--- config.mk ---
export PLATFORM = sky130hd
export DESIGN_NAME = integer_to_radix_digits_core
export DESIGN_NICKNAME = d
export VERILOG_FILES = /design/src/sv/ixr_pkg.sv /design/src/sv/ixr_divider.sv /design/src/sv/integer_to_radix_digits_core.sv
export SDC_FILE = /design/constraint.sdc
export NUM_CORES = 1
export LEC_CHECK = 0
export BUFFER_PORTS_ARGS = -buffer_cell sky130_fd_sc_hd__buf_2
export CAP_MARGIN = 20
export CELL_PAD_IN_SITES_DETAIL_PLACEMENT = 1
export CELL_PAD_IN_SITES_GLOBAL_PLACEMENT = 1
export CORE_MARGIN = 10
export CORE_UTILIZATION = 45
export DETAILED_ROUTE_END_ITERATION = 7
export PLACE_DENSITY_LB_ADDON = 0.1
export SLEW_MARGIN = 10
export SYNTH_ARGS = -nofsm -noshare
export SYNTH_HDL_FRONTEND = slang
export SYNTH_SLANG_ARGS = --single-unit
export TNS_END_PERCENT = 5
--- constraint.sdc ---
create_clock -name clk -period 4.2 [get_ports clk]
set_input_delay 0.21 -clock clk [delete_from_list [all_inputs] [get_ports clk]]
set_output_delay 0.21 -clock clk [all_outputs]
set_load 0.02 [all_outputs]
--- src/sv/ixr_pkg.sv ---
// ----------------------------------------------------------------------------
// ixr_pkg
// Types, constants and the digit character map of the radix conversion core.
// ----------------------------------------------------------------------------
package ixr_pkg;

  localparam int VALUE_W           = 64;
  localparam int RADIX_W           = 6;
  localparam int ROOM_W            = 7;
  localparam int CHAR_W            = 7;
  localparam int DIGIT_W           = RADIX_W;
  localparam int DIGIT_STORE_DEPTH = 64;
  localparam int ADDR_W            = $clog2(DIGIT_STORE_DEPTH);
  localparam int CNT_W             = $clog2(DIGIT_STORE_DEPTH + 1);
  localparam int CMP_W             = (CNT_W > ROOM_W) ? CNT_W : ROOM_W;
  localparam int BITCNT_W          = $clog2(VALUE_W);

  localparam logic [RADIX_W-1:0] RADIX_MIN  = RADIX_W'(2);
  localparam logic [RADIX_W-1:0] RADIX_MAX  = RADIX_W'(36);
  localparam logic [CHAR_W-1:0]  CHAR_ZERO  = CHAR_W'(48);  // '0'
  localparam logic [CHAR_W-1:0]  CHAR_ALPHA = CHAR_W'(55);  // 'A' minus ten
  localparam logic [CHAR_W-1:0]  CHAR_NONE  = CHAR_W'(0);
  localparam logic               STATUS_OK  = 1'b0;
  localparam logic               STATUS_ERR = 1'b1;

  typedef enum logic [2:0] {
    ST_IDLE,
    ST_DIV,
    ST_PREP,
    ST_EMIT,
    ST_ERR
  } ixr_state_t;

  typedef struct packed {
    logic [VALUE_W-1:0] value;
    logic [RADIX_W-1:0] radix;
    logic [ROOM_W-1:0]  room;
  } ixr_item_t;

  typedef struct packed {
    logic [CHAR_W-1:0] digit_char;
    logic              last;
    logic              status;
  } ixr_result_t;

  typedef struct packed {
    logic load;
    logic again;
  } ixr_div_ctl_t;

  typedef struct packed {
    logic               done;
    logic               quot_nz;
    logic [DIGIT_W-1:0] digit;
  } ixr_div_stat_t;

  function automatic logic [CHAR_W-1:0] digit_to_char(input logic [DIGIT_W-1:0] d);
    logic [CHAR_W-1:0] c;
    if (d < DIGIT_W'(10)) begin
      c = CHAR_ZERO + CHAR_W'(d);
    end else if (d < DIGIT_W'(36)) begin
      c = CHAR_ALPHA + CHAR_W'(d);
    end else begin
      c = CHAR_ZERO;
    end
    return c;
  endfunction

endpackage

--- src/sv/ixr_divider.sv ---
// ----------------------------------------------------------------------------
// ixr_divider
// Bit-serial restoring divider: one quotient bit per cycle, the quotient
// stays in the shift register so the next digit can start right away.
// ----------------------------------------------------------------------------
module ixr_divider (
  input  logic                         clk,
  input  logic                         rst,
  input  ixr_pkg::ixr_div_ctl_t        ctl,
  input  logic [ixr_pkg::VALUE_W-1:0]  value,
  input  logic [ixr_pkg::RADIX_W-1:0]  radix,
  output ixr_pkg::ixr_div_stat_t       stat
);

  logic                          active;
  logic [ixr_pkg::VALUE_W-1:0]   sr;
  logic [ixr_pkg::RADIX_W-1:0]   rem;
  logic [ixr_pkg::RADIX_W-1:0]   radix_r;
  logic [ixr_pkg::BITCNT_W-1:0]  bitcnt;
  logic                          qnz;

  logic [ixr_pkg::RADIX_W:0]     cat;
  logic [ixr_pkg::RADIX_W:0]     diff;
  logic                          ge;
  logic [ixr_pkg::RADIX_W-1:0]   rem_next;
  logic                          last_bit;

  always_comb begin
    cat      = {rem, sr[ixr_pkg::VALUE_W-1]};
    ge       = cat >= {1'b0, radix_r};
    diff     = cat - {1'b0, radix_r};
    // remainder stays below the radix, so it fits the narrow register
    rem_next = ge ? diff[ixr_pkg::RADIX_W-1:0] : cat[ixr_pkg::RADIX_W-1:0];
    last_bit = active && (bitcnt == ixr_pkg::BITCNT_W'(ixr_pkg::VALUE_W - 1));
    stat.done    = last_bit;
    stat.quot_nz = qnz | ge;
    stat.digit   = rem_next;
  end

  always_ff @(posedge clk) begin
    if (rst) begin
      active <= 1'b0;
    end else if (ctl.load) begin
      active <= 1'b1;
    end else if (last_bit) begin
      active <= ctl.again;
    end
  end

  always_ff @(posedge clk) begin
    if (ctl.load) begin
      sr      <= value;
      rem     <= '0;
      bitcnt  <= '0;
      qnz     <= 1'b0;
      radix_r <= radix;
    end else if (active) begin
      sr     <= {sr[ixr_pkg::VALUE_W-2:0], ge};
      bitcnt <= bitcnt + ixr_pkg::BITCNT_W'(1);
      if (last_bit) begin
        // next digit divides the quotient just formed
        rem <= '0;
        qnz <= 1'b0;
      end else begin
        rem <= rem_next;
        qnz <= qnz | ge;
      end
    end
  end

endmodule

--- src/sv/integer_to_radix_digits_core.sv ---
// ----------------------------------------------------------------------------
// integer_to_radix_digits_core
// Converts an unsigned 64-bit value to ASCII digits in radix 2 to 36.
// ----------------------------------------------------------------------------
// A conversion is taken when start is high while busy is low. The value is
// divided by the radix over and over in a bit-serial divider that forms one
// quotient bit per cycle; the digits go into a small store, least
// significant first, and are then sent out most significant first, one per
// cycle, each marked by strobe for a single cycle, the final one with last
// set. The receiver cannot stall the output. A bad radix or zero room gives
// one error result in the cycle after start; room too small gives the error
// result once all digits are formed. Zero converts as the single digit '0'.
module integer_to_radix_digits_core (
  input  logic                  clk,
  input  logic                  rst,
  input  logic                  start,
  input  ixr_pkg::ixr_item_t    operand,
  output logic                  busy,
  output logic                  strobe,
  output ixr_pkg::ixr_result_t  result
);

  ixr_pkg::ixr_state_t          state;
  ixr_pkg::ixr_state_t          state_next;
  logic [ixr_pkg::ROOM_W-1:0]   room_r;
  logic [ixr_pkg::CNT_W-1:0]    count;
  logic [ixr_pkg::CNT_W-1:0]    cnt_inc;
  logic [ixr_pkg::ADDR_W-1:0]   pos;
  logic [ixr_pkg::DIGIT_W-1:0]  mem [ixr_pkg::DIGIT_STORE_DEPTH];
  logic [ixr_pkg::DIGIT_W-1:0]  rd_data;
  logic                         mem_we;
  logic                         bad_req;
  logic                         depth_full;
  logic                         room_short;
  ixr_pkg::ixr_div_ctl_t        div_ctl;
  ixr_pkg::ixr_div_stat_t       div_stat;

  ixr_divider u_divider (
    .clk   (clk),
    .rst   (rst),
    .ctl   (div_ctl),
    .value (operand.value),
    .radix (operand.radix),
    .stat  (div_stat)
  );

  always_comb begin
    bad_req    = (operand.room == '0) || (operand.radix < ixr_pkg::RADIX_MIN) ||
                 (operand.radix > ixr_pkg::RADIX_MAX);
    cnt_inc    = count + ixr_pkg::CNT_W'(1);
    depth_full = cnt_inc >= ixr_pkg::CNT_W'(ixr_pkg::DIGIT_STORE_DEPTH);
    // digits plus terminator must fit the room
    room_short = ixr_pkg::CMP_W'(cnt_inc) >= ixr_pkg::CMP_W'(room_r);
  end

  // next state
  always_comb begin
    state_next = state;
    case (state)
      ixr_pkg::ST_IDLE: begin
        if (start) begin
          state_next = bad_req ? ixr_pkg::ST_ERR : ixr_pkg::ST_DIV;
        end
      end
      ixr_pkg::ST_DIV: begin
        if (div_stat.done) begin
          if (div_stat.quot_nz) begin
            state_next = depth_full ? ixr_pkg::ST_ERR : ixr_pkg::ST_DIV;
          end else begin
            state_next = room_short ? ixr_pkg::ST_ERR : ixr_pkg::ST_PREP;
          end
        end
      end
      ixr_pkg::ST_PREP: begin
        state_next = ixr_pkg::ST_EMIT;
      end
      ixr_pkg::ST_EMIT: begin
        if (count == ixr_pkg::CNT_W'(1)) begin
          state_next = ixr_pkg::ST_IDLE;
        end
      end
      ixr_pkg::ST_ERR: begin
        state_next = ixr_pkg::ST_IDLE;
      end
      default: begin
        state_next = ixr_pkg::ST_IDLE;
      end
    endcase
  end

  // outputs
  always_comb begin
    busy              = 1'b1;
    strobe            = 1'b0;
    result.digit_char = ixr_pkg::CHAR_NONE;
    result.last       = 1'b0;
    result.status     = ixr_pkg::STATUS_OK;
    div_ctl.load      = 1'b0;
    div_ctl.again     = 1'b0;
    mem_we            = 1'b0;
    case (state)
      ixr_pkg::ST_IDLE: begin
        busy         = 1'b0;
        div_ctl.load = start && !bad_req;
      end
      ixr_pkg::ST_DIV: begin
        mem_we        = div_stat.done;
        div_ctl.again = div_stat.done && div_stat.quot_nz && !depth_full;
      end
      ixr_pkg::ST_PREP: begin
        busy = 1'b1;
      end
      ixr_pkg::ST_EMIT: begin
        strobe            = 1'b1;
        result.digit_char = ixr_pkg::digit_to_char(rd_data);
        result.last       = count == ixr_pkg::CNT_W'(1);
      end
      ixr_pkg::ST_ERR: begin
        strobe        = 1'b1;
        result.last   = 1'b1;
        result.status = ixr_pkg::STATUS_ERR;
      end
      default: begin
        busy = 1'b1;
      end
    endcase
  end

  always_ff @(posedge clk) begin
    if (rst) begin
      state <= ixr_pkg::ST_IDLE;
      count <= '0;
    end else begin
      state <= state_next;
      case (state)
        ixr_pkg::ST_IDLE: begin
          if (start) begin
            count <= '0;
          end
        end
        ixr_pkg::ST_DIV: begin
          if (div_stat.done) begin
            count <= cnt_inc;
          end
        end
        ixr_pkg::ST_EMIT: begin
          count <= count - ixr_pkg::CNT_W'(1);
        end
        default: begin
          count <= count;
        end
      endcase
    end
  end

  always_ff @(posedge clk) begin
    if (state == ixr_pkg::ST_IDLE && start) begin
      room_r <= operand.room;
    end
    if (state == ixr_pkg::ST_DIV && div_stat.done) begin
      // most significant digit sits at the slot just written
      pos <= count[ixr_pkg::ADDR_W-1:0];
    end else if (state == ixr_pkg::ST_PREP || state == ixr_pkg::ST_EMIT) begin
      pos <= pos - ixr_pkg::ADDR_W'(1);
    end
  end

  // digit store, registered read in the cycle before the transfer
  always_ff @(posedge clk) begin
    if (mem_we) begin
      mem[count[ixr_pkg::ADDR_W-1:0]] <= div_stat.digit;
    end
    rd_data <= mem[pos];
  end

endmodule

Word-level counts from Yosys, hierarchy flattened

Memories as Yosys holds them, arrays and structs flattened. A register that Yosys moved wholly into a read port is not among the register bits.
Index checks and enable logic that the tools add are counted.

Word-level logic and storage cells: 87
Bits of input ports: 80
Bits in registers: 107
Bits in writable memories: 384
Memories kept: 1

Add/sub/neg operators: 7
Reductions and logical operators: 20
Mux-type cells: 32
$lt $le $gt $ge: 7
Equality and inequality tests: 9
Bitwise gates (word level): 1

Memories:

| memory | words | width | read ports | clocked after Yosys merged registers in | wr ports | RTL line                           | RTL |
|---|---|---|---|---|---|---|---|
| mem    | 64    | 6     | 1          | 1                                       | 1        | integer_to_radix_digits_core.sv:29 | `logic [ixr_pkg::DIGIT_W-1:0] mem [ixr_pkg::DIGIT_STORE_DEPTH];` |

Operators by type and width:

| kind                  | count |
|---|---|
| $mux W64              | 2 |
| $mux W7               | 5 |
| $mux W6               | 4 |
| $mux W3               | 7 |
| $pmux W7 S3           | 1 |
| $add A6 B6 Y7 const A | 2 |
| $pmux W3 S4           | 1 |
| $mux W1               | 11 |
| $add A7 B1 Y7 const B | 1 |
| $eq A7 B1 Y1 const B  | 1 |
| $ge A7 B6 Y1          | 1 |
| $ge A7 B7 Y1          | 1 |
| $ge A7 B7 Y1 const B  | 1 |
| $logic_not A7 Y1      | 1 |
| $sub A7 B1 Y7 const B | 1 |
| $add A6 B1 Y6 const B | 1 |
| $eq A3 B2 Y1 const B  | 2 |
| $eq A6 B6 Y1 const B  | 1 |
| $gt A6 B6 Y1 const B  | 1 |
| $logic_and A1 B1 Y1   | 6 |
| $lt A6 B2 Y1 const B  | 1 |
| $lt A6 B4 Y1 const B  | 1 |
| $lt A6 B6 Y1 const B  | 1 |
| $reduce_and A3 Y1     | 2 |
| 14 further kinds      | 20 |

Longest topological paths before layout

Gate-level depths: netlist of the first run.

Depth in word-level cells: 7
Gate-level depth with buffers: 10

Hierarchy

A second synthesis of the first run with hierarchy kept.

Cells, all modules: 1191
Area total of the unflattened synthesis: 20726.1 um2

Modules (own cells, without submodules):

| module                       | cells each | times used | area an instance (um2) |
|---|---|---|---|
| integer_to_radix_digits_core | 949        | 1          | 16942.5 |
| ixr_divider                  | 242        | 1          | 3783.6 |

Worst setup path before layout of the first run

Ideal clock, no wire load.

Path kind: flip-flop to flip-flop
Start: register state[0]
End: register u_divider.sr[0] in the netlist's numbering, enable pin
Buffers on the path: 2
Required time: 3.782 ns
Path slack: 1.057 ns
Library setup time: 0.418 ns
Data arrival time: 2.725 ns
Cell stages (with the launch flop): 10
Path through: dfxtp_1 clkbuf_1 nor2_1 nand3_2 inv_1 nand2_2 inv_1 buf_2 nor2_1 inv_1

Cells in the longest elaborated chain, start to end: 3

Ends and longest elaborated chain:

| what                                | RTL line                            | RTL |
|---|---|---|
| start, declared                     | integer_to_radix_digits_core.sv:23  | `ixr_pkg::ixr_state_t state;` |
| start signal, assigned              | integer_to_radix_digits_core.sv:131 | `state <= ixr_pkg::ST_IDLE;` |
| start signal, assigned              | integer_to_radix_digits_core.sv:134 | `state <= state_next;` |
| $logic_not A3 Y1                    | integer_to_radix_digits_core.sv:101 | `case (state)` |
| $mux W1                             | integer_to_radix_digits_core.sv:101 |  |
| $reduce_bool A2 Y1 (no source line) | --                                  |  |
| end signal, assigned                | ixr_divider.sv:52                   | `sr <= value;` |
| end signal, assigned                | ixr_divider.sv:58                   | `sr <= {sr[ixr_pkg::VALUE_W-2:0], ge};` |
| end, declared                       | ixr_divider.sv:16                   | `logic [ixr_pkg::VALUE_W-1:0] sr;` |

Every way passes these cells.
A chain may end at the register's enable or synchronous reset.

Worst setup path after layout of the first run

Start: register u_divider.bitcnt[0] in the netlist's numbering
End: memory mem[11][5] in the netlist's numbering, enable pin

Cells in the longest elaborated chain, start to end: 5

Ends and longest elaborated chain:

| what                          | RTL line                            | RTL |
|---|---|---|
| start, declared               | ixr_divider.sv:19                   | `logic [ixr_pkg::BITCNT_W-1:0] bitcnt;` |
| start signal, assigned        | ixr_divider.sv:59                   | `bitcnt <= bitcnt + ixr_pkg::BITCNT_W'(1);` |
| $eq A6 B6 Y1                  | ixr_divider.sv:34                   | `last_bit = active && (bitcnt == ixr_pkg::BITCNT_W'(ixr_pkg::VALUE_W - 1));` |
| $logic_and A1 B1 Y1           | ixr_divider.sv:34                   |  |
| $mux W1                       | integer_to_radix_digits_core.sv:101 |  |
| $mux W1                       | integer_to_radix_digits_core.sv:170 | `if (mem_we) begin` |
| $mux W1 (implied by the code) | integer_to_radix_digits_core.sv:171 | `mem[count[ixr_pkg::ADDR_W-1:0]] <= div_stat.digit;` |
| end, declared                 | integer_to_radix_digits_core.sv:29  |  |

Every way passes these cells.

==> summary.md, run 1 <==
| Metric | Value |
|---|---|
| Portion of the clock cycle consumed by the worst path in the final layout | 75.1% |
| Count of clock tree sinks | 497 |
| Worst min-delay path class | input port to flip-flop |
| GRT Overall Usage | 18.5% |
| Vias after detailed routing | 11,400 |
| Number of distinct library cell variants in the gate-level netlist after synthesis | 65 |
| Total Power | 0.0163 W |
| Clock Skew | 27.8 ps |
| Max-Slew Margin vs Limit | 28.6% |
| Synth-to-layout area growth | 18.0% |
| Maximum VDD drop | 0.000659 V |
| Outcome | finished clean |
| Async SR Flop Fraction | 0% |
| Antenna Nets Post-Route | 0 |
| Final setup violating endpoints | 0 |
| Synth Flop Type | edfxtp_1 |
| Psw | 0.00507 W |
| Routed wire per std cell | 25.4 µm |
| Iteration-0 DRC count of the detailed router | 671 |
| Syn Area/Cell | 17.4 µm² |
| Flop pwr share | 43.9% |
| Max-cap check violation count | 0 |
| Residual DRC count | 0 |
| CP Class | flip-flop to flip-flop |
| Chip width | 235 µm |
| Post-cts gate resize count | 0 |
| Sequential area share after synthesis | 70.3% |
| Synthesized area | 20,800 µm² |
| Clock buffer count from CTS | 52 |
| Final-report hold violation count | 0 |
| Switching Share | 31.0% |
| Clock-pin slew of the registers on the worst-case setup and hold paths | 60 ps |
| Critical-path maximum fanout | 8 |
| Combinational Power Share | 27.4% |
| Number of standard-cell rows in the floorplan | 78 |
| Slew at the pin closest to its max-slew limit | 1060 ps |
| Library cell used as clock root buffer | clkbuf_16 |
| Sum of negative setup slack | 0 ps |
| Initial antenna violation count | 2 |
| Count of fill cells added during filler insertion | 4,218 |
| Via/cell ratio | 5.63 |
| Arr. time, crit path | 3380 ps |
| Internal power of the cells | 0.0113 W |
| Post-layout min period | 3150 ps |
| Post-Synthesis Cells | 1,192 |
| Net count after synthesis | 1,295 |
| Initial core utilization | 45.7% |
| Clock network power share | 28.7% |
| Vias in the first global route | 12,500 |
| Overall overflow remaining after global route | 0 |
| Category of the worst setup path capture point | flip-flop |
| Area enclosed by the die boundary | 55,200 µm² |
| Length of the first detailed-routing pass in iterations | 5 |
| Leakage power | 8.34 nW |
| Number of H-tree levels | 2 |
| Required time at the worst-slack endpoint | 4430 ps |
| First-pass GRT wire length | 78,700 µm |
| I/O pin count | 91 |
| Pin count of the biggest net entering global routing | 79 |
| Die height | 235 µm |
| Total routed wirelength | 51,600 µm |
| Power per Cell Area | 666 nW/µm² |
| Highest clock rate | 317 MHz |
| Flop and latch count out of synthesis | 497 |
| Layout cells sized above 1 | 26.2% |
| Clock latency on the worst-skew pair | 610 ps |
| Post-layout utilization of the core | 53.9% |
| Number of pins exceeding their max-slew limit in the final report | 0 |
| Detailed placement HPWL | 33,000 µm |
| Post-CTS Setup Repair Bufs | 0 |
| Count of input and output buffers | 90 |
| Synth Warn # | 0 |
| Maximum root-to-sink buffer count | 3 |
| Routability cong. | 0.794 |
| Clock tree from TritonCTS | built |
| Hold-fix buffers at CTS | 79 |
| RSZ-0062 raised after global routing | false |
| CORE AREA | 45,500 µm² |
| Startpoint kind of the worst setup timing path | flip-flop |
| Layout Nets | 1,491 |
| EDFF count, synth | 467 |
==> metrics by stage <==
step           setup WS [ps]  hold slack, ps  std cells  instance area (µm²)
2_1_floorplan           1060             309       1192                20800
3_3_place_gp            1140             404       1854                22000
3_5_place_dp            1070             404       1854                22000
4_1_cts                 1050             295       2030                24500
5_1_grt                  833             318       2032                24500
6_report                1050             329       2032                24500
==> cell families (layout without fill, tap and decap cells) <==
family / count (synthesis) / count (layout) / share of synthesized area [%]
and+or+nand+nor: 247 / 247 / 5.54
other: 0 / 1 / 0
DFF: 497 / 497 / 70.3
buffers and inverters: 88 / 327 / 2.21
muxes: 182 / 182 / 15.2
adders and majority gates: 23 / 23 / 1.42
xor gates and xnor gates: 18 / 18 / 0.758
AOI/OAI and AO/OA: 137 / 137 / 4.50
==> worst max-delay path, stage by stage (launching register included) <==
cell and delay, ps:
dfxtp_1 370, ha_1 230, and4_1 280, nand2_1 140, nor3_1 370, nand3_1 660, nor2_1 720
==> synth_stat cells, types with 3 or more instances <==
| cell | count | area, µm² |
|---|---|---|
| o21ai_0 | 24 | 120 |
| a22o_1 | 4 | 35.0 |
| edfxtp_1 | 467 | 14000 |
| a31oi_1 | 4 | 25.0 |
| a22oi_1 | 14 | 105 |
| mux2_2 | 72 | 811 |
| a221oi_1 | 6 | 52.6 |
| dfxtp_1 | 30 | 601 |
| nor2b_1 | 15 | 93.8 |
| nand2_1 | 45 | 169 |
| nand2b_1 | 8 | 50.1 |
| a211oi_1 | 5 | 37.5 |
| buf_2 | 14 | 70.1 |
| a32o_1 | 5 | 50.1 |
| nand4_1 | 3 | 18.8 |
| mux2i_1 | 12 | 120 |
| xor2_1 | 10 | 87.6 |
| inv_1 | 34 | 128 |
| o22ai_1 | 11 | 68.8 |
| a21o_1 | 5 | 37.5 |
| nand3b_1 | 6 | 45.0 |
| o211ai_1 | 6 | 45.0 |
| or2_2 | 4 | 25.0 |
| or3_1 | 6 | 37.5 |
| and2_1 | 5 | 31.3 |
| buf_4 | 9 | 67.6 |
| nor2_1 | 107 | 402 |
| nor3_1 | 8 | 40.0 |
| clkbuf_1 | 21 | 78.8 |
| mux4_2 | 91 | 2050 |
| mux4_1 | 7 | 184 |
| nand3_1 | 27 | 135 |
| xnor2_1 | 8 | 70.1 |
| buf_6 | 6 | 67.6 |
| ha_1 | 22 | 275 |
| and4_1 | 3 | 26.3 |
| a21oi_1 | 28 | 140 |
==> final cells by class <==
| type | count | area [µm²] | share of cell area, % |
|---|---|---|---|
| Sequential cell | 497 | 14600 | 59.6 |
| Multi-Input combinational cell | 607 | 5710 | 23.3 |
| Timing Repair Buffer | 196 | 1580 | 6.45 |
| Clock buffer | 60 | 1350 | 5.52 |
| Tap cell | 600 | 751 | 3.06 |
| Clock inverter | 37 | 377 | 1.54 |
| Inverter | 34 | 128 | 0.520 |
| Antenna cell | 1 | 2.50 | 0.0102 |
==> power by group through the flow <==
stage / Clock, W / Combinational, W / Sequential (W)
final: 0.00469 / 0.00448 / 0.00717
after global placement: 0 / 0.00437 / 0.00726
after detailed placement: 0 / 0.00447 / 0.00727
after floorplan: 0 / 0.00289 / 0.00710
after CTS: 0.00478 / 0.00453 / 0.00717
after global routing: 0.00497 / 0.00490 / 0.00722
==> state kept, by name, indices dropped and copies added, names as in the netlist, 3 cells and up <==
register / count
room_r: 7
count: 7
u_divider.radix_r: 6
u_divider.rem: 6
u_divider.bitcnt: 6
mem: 384
state: 3
rd_data: 6
u_divider.sr: 64
pos: 6
==> placed cells by master (no fill, tap or decap), drive strengths merged, types with 25 or more instances in the layout <==
cell and n:
mux4 98, a21oi 29, nand3 28, dlygate4sd3 79, nor2 107, o21ai 25
buf 117, dfxtp 30, inv 37, mux2 72, clkbuf 60, nand2 46
edfxtp 467
==> path summary, 6_finish.rpt <==
path                       startpoint                to  slack [ps]  cells after the start
setup / recovery  u_divider.bitcnt[0]        mem[11][5]        1050                      6
hold / removal             operand[2]         room_r[2]         330                      2
setup reg to reg  u_divider.bitcnt[0]        mem[11][5]        1050                      6
hold reg to reg      u_divider.rem[5]  u_divider.rem[5]         500                      1
==> routing by layer <==
layer	up-vias	global-route usage, %	part of all wire, %
li1	5144	-	-
met1	5954	24.1	43
met2	270	31.5	50
met3	63	3.56	4.6
met4	0	4.58	2.0
met5	-	0	0
Note: power is estimated with default switching activity, not from simulation.
==> run 2: changes to the inputs <==
--- a/config.mk
+++ b/config.mk
@@ -5,6 +5,7 @@
 export SDC_FILE = /design/constraint.sdc
 export NUM_CORES = 1
 export LEC_CHECK = 0
+export ABC_AREA = 1
 export BUFFER_PORTS_ARGS = -buffer_cell sky130_fd_sc_hd__buf_2
 export CAP_MARGIN = 20
 export CELL_PAD_IN_SITES_DETAIL_PLACEMENT = 1
==> constraint.sdc (replaced) <==
create_clock -name clk -period 2.7 [get_ports clk]
set_input_delay 0.135 -clock clk [delete_from_list [all_inputs] [get_ports clk]]
set_output_delay 0.135 -clock clk [all_outputs]
set_load 0.02 [all_outputs]
==> summary.md, run 2 <==
| Metric | Value |
|---|---|
| Synthesized area | 21,600 µm² (was 20,800 µm²) |
| Via/cell ratio | 5.38 (was 5.63) |
| Clock tree from TritonCTS | built (unchanged) |
| Clock buffer count from CTS | 52 (unchanged) |
| Required time at the worst-slack endpoint | 2930 ps (was 4430 ps) |
| Total routed wirelength | 60,800 µm (was 51,600 µm) |
| Startpoint of the tightest hold check path | operand[6] (was operand[2]) |
| Length of the first detailed-routing pass in iterations | 5 (unchanged) |
| Reg2Reg Depth | 9 (was 6) |
| Post-cts gate resize count | 0 (unchanged) |
| Syn Area/Cell | 10.7 µm² (was 17.4 µm²) |
| Number of standard-cell rows in the floorplan | 80 (was 78) |
| Overall overflow remaining after global route | 0 (unchanged) |
| Layout cells sized above 1 | 11.9% (was 26.2%) |
| Count of cells along the worst hold path | 2 (unchanged) |
| Synth Flop Type | edfxtp_1 (unchanged) |
| CP Class | flip-flop to flip-flop (unchanged) |
| GRT Overall Usage | 21.5% (was 18.5%) |
| Antenna Nets Post-Route | 0 (unchanged) |
| Async SR Flop Fraction | 0% (unchanged) |
| Count of clock tree sinks | 497 (unchanged) |
| Ordered list of cells on the worst path | ha_1 -> nand2_2 -> nor2_4 -> nand2_2 -> nor2_8 -> inv_4 -> nor2_8 -> nand2_2 -> nor2_1 (was ha_1 -> and4_1 -> nand2_1 -> nor3_1 -> nand3_1 -> nor2_1) |
| First-pass GRT wire length | 95,000 µm (was 78,700 µm) |
| Final-report hold violation count | 0 (unchanged) |
| Top library cells by usage in the layout, fill and taps aside | 669 x nand2_1, 467 x edfxtp_1, 297 x nand3_1 (was 467 x edfxtp_1, 107 x nor2_1, 91 x mux4_2) |
| Flop and latch count out of synthesis | 497 (unchanged) |
| Top cells by area in the synthesized netlist | edfxtp_1 65%, nand2_1 12%, nand3_1 6.9% (was edfxtp_1 67%, mux4_2 9.9%, mux2_2 3.9%) |
| Vias in the first global route | 16,600 (was 12,500) |
| Post-layout min period | 2480 ps (was 3150 ps) |
| Maximum root-to-sink buffer count | 3 (unchanged) |
| Maximum VDD drop | 0.00145 V (was 0.000659 V) |
| Worst min-delay path class | input port to flip-flop (unchanged) |
| Most common cell after layout, fill and taps aside | nand2_1 (was edfxtp_1) |
| Slew at the pin closest to its max-slew limit | 916 ps (was 1060 ps) |
| Chip width | 239 µm (was 235 µm) |
| Portion of the clock cycle consumed by the worst path in the final layout | 91.9% (was 75.1%) |
| Routed wire per std cell | 21.4 µm (was 25.4 µm) |
| Most common cell type on the critical path | nand2_2 |
| Top-count cell post-synth | nand2_1 (was edfxtp_1) |
| Category of the worst setup path capture point | flip-flop (unchanged) |
| Synth-to-layout area growth | 18.1% (was 18.0%) |
| Critical-path maximum fanout | 9 (was 8) |
| Initial antenna violation count | 1 (was 2) |
| Synth area leader | edfxtp_1 (unchanged) |
| Library cell used as clock root buffer | clkbuf_16 (unchanged) |
| Clock Skew | 15.5 ps (was 27.8 ps) |
| Clock-pin slew of the registers on the worst-case setup and hold paths | 60 ps (about the same) |
| Routability cong. | 0.856 (was 0.794) |
| Layout Nets | 2,300 (was 1,491) |
| Vias after detailed routing | 15,300 (was 11,400) |
| Max FFs per register | 384 (unchanged) |
| Count of input and output buffers | 90 (unchanged) |
| Outcome | finished clean (unchanged) |
| CORE AREA | 47,600 µm² (was 45,500 µm²) |
| I/O pin count | 91 (unchanged) |
| Top cell types by occurrence after synthesis | 670 x nand2_1, 467 x edfxtp_1, 297 x nand3_1 (was 467 x edfxtp_1, 107 x nor2_1, 91 x mux4_2) |
| Area enclosed by the die boundary | 57,300 µm² (was 55,200 µm²) |
| Highest clock rate | 403 MHz (was 317 MHz) |
| Worst Hold End | room_r[6] (was room_r[2]) |
| Post-Synthesis Cells | 2,024 (was 1,192) |
| Clock latency on the worst-skew pair | 600 ps (was 610 ps) |
| Power per Cell Area | 1120 nW/µm² (was 666 nW/µm²) |
| Residual DRC count | 0 (unchanged) |
| Net count after synthesis | 2,127 (was 1,295) |
| Reg-to-reg critical path startpoint | u_divider.bitcnt[0] (unchanged) |
| Final setup violating endpoints | 0 (unchanged) |
| Leakage power | 9.91 nW (was 8.34 nW) |
| Detailed placement HPWL | 37,300 µm (was 33,000 µm) |
| RSZ-0062 raised after global routing | false (unchanged) |
| Number of distinct library cell variants in the gate-level netlist after synthesis | 44 (was 65) |
| Worst setup timing slack at the placement stage | 225 ps (was 1070 ps) |
| Max-Slew Margin vs Limit | 38.3% (was 28.6%) |
| Worst-case register-to-register setup slack | 220 ps (was 1050 ps) |
| Minimum setup slack in the final design | 218 ps (was 1050 ps) |
| Arr. time, crit path | 2720 ps (was 3380 ps) |
| Sequential area share after synthesis | 67.6% (was 70.3%) |
| Pin count of the biggest net entering global routing | 77 (was 79) |
| Slowest-stage cell, CP | nor2_1 (unchanged) |
| Max-cap check violation count | 0 (unchanged) |
| Startpoint kind of the worst setup timing path | flip-flop (unchanged) |
| R2r endpoint | mem[55][1] (was mem[11][5]) |
| Number of H-tree levels | 2 (unchanged) |
| Maximum cell stage delay along the critical path | 500 ps (was 720 ps) |
| EDFF count, synth | 467 (unchanged) |
| Iteration-0 DRC count of the detailed router | 1,135 (was 671) |
| Post-CTS Setup Repair Bufs | 0 (unchanged) |
| Final Hold Slack | 269 ps (was 329 ps) |
| Top cell type's share of synthesized area | 64.8% (was 67.5%) |
| Synth Warn # | 0 (unchanged) |
| Initial core utilization | 45.4% (was 45.7%) |
| Die height | 239 µm (was 235 µm) |
| Number of pins exceeding their max-slew limit in the final report | 0 (unchanged) |
==> run 2: changes by cell type in the layout (fill, tap and decap cells not counted), sizes merged, moves of 15 or more <==
cell and change:
a21oi +16, buf +25, inv +53, mux2 -72, mux4 -98, nand2 +631, nand3 +276, nor2 +41
nor2b -15, o21ai +46
==> run 2: cell families (layout without fill, tap and decap cells) <==
logic type	after synthesis	in the layout	synth area share [%]
adders and majority gates	23	23	1.36
buffers and inverters	193	400	3.92
DFF	497	497	67.6
other	0	1	0
AOI/OAI and AO/OA	144	144	3.73
xor gates and xnor gates	13	13	0.526
and+or+nand+nor	1154	1154	22.9
==> run 2: worst max path at each step <==
stage	startpoint	endpoint	slack (ps)	cells after the start
final	u_divider.bitcnt[0]	mem[55][1]	220	9
after global routing	u_divider.bitcnt[0]	mem[39][3]	40	9
after CTS	u_divider.bitcnt[0]	mem[12][4]	200	9
after detailed placement	u_divider.bitcnt[0]	mem[49][2]	230	9
after global placement	u_divider.radix_r[4]	mem[9][5]	320	9
after floorplan	u_divider.radix_r[2]	mem[0][2]	-690	6
==> run 2: per-layer routing <==
metal | up-vias | global-route usage, % | share of wire (%) | wire, µm
li1 | 7294 | - | - | -
met1 | 7616 | 27.3 | 43 | 26300
met2 | 324 | 37.5 | 50 | 30600
met3 | 90 | 2.91 | 4.1 | 2500
met4 | 0 | 6.44 | 2.4 | 1430
met5 | - | 0 | 0 | 0
==> run 2: final cells by class <==
class,count,area [µm²]
antenna,1,2.50
fill,5060,22100
timing repair buffer,221,1870
clock inverter,20,251
multi-input combinational,1334,6230
inverter,91,350
clock buffer,68,1460
sequential,497,14600
tap,615,769
==> run 2: per-stage QoR <==
| step | total power, W | TNS, ps | std cells | util, % | area (µm²) |
|---|---|---|---|---|---|
| 4_1_cts | 0.0289 | 0 | 2846 | 53.6 | 25500 |
| 5_1_grt | 0.0302 | 0 | 2847 | 53.6 | 25600 |
| 2_1_floorplan | 0.0173 | -226540 | 2024 | - | 21600 |
| 6_report | 0.0287 | 0 | 2847 | 53.6 | 25600 |
| 3_5_place_dp | 0.0216 | 0 | 2679 | 48.4 | 23100 |
| 3_3_place_gp | 0.0213 | 0 | 2679 | 48.4 | 23100 |
==> run 2: timing repair <==
item / CTS / global route
hold endpoints to repair: 85 / 0
hold buffers: 79 / 0
setup endpoints to repair: 0 / 0
==> run 2: worst max-delay path, delay by kind of cell, from the launching register on <==
kind | cells | cell delay [ps]
AND/OR/NAND/NOR | 7 | 1460
buffers and inverters | 1 | 110
adder cells (fa/ha/maj) | 1 | 190
flip-flops | 1 | 340
==> run 2: power by group <==
group	internal [W]	total (W)	switching (W)
clock	0.00433	0.00724	0.00291
combinational	0.00254	0.00974	0.00720
sequential	0.0113	0.0117	0.000342
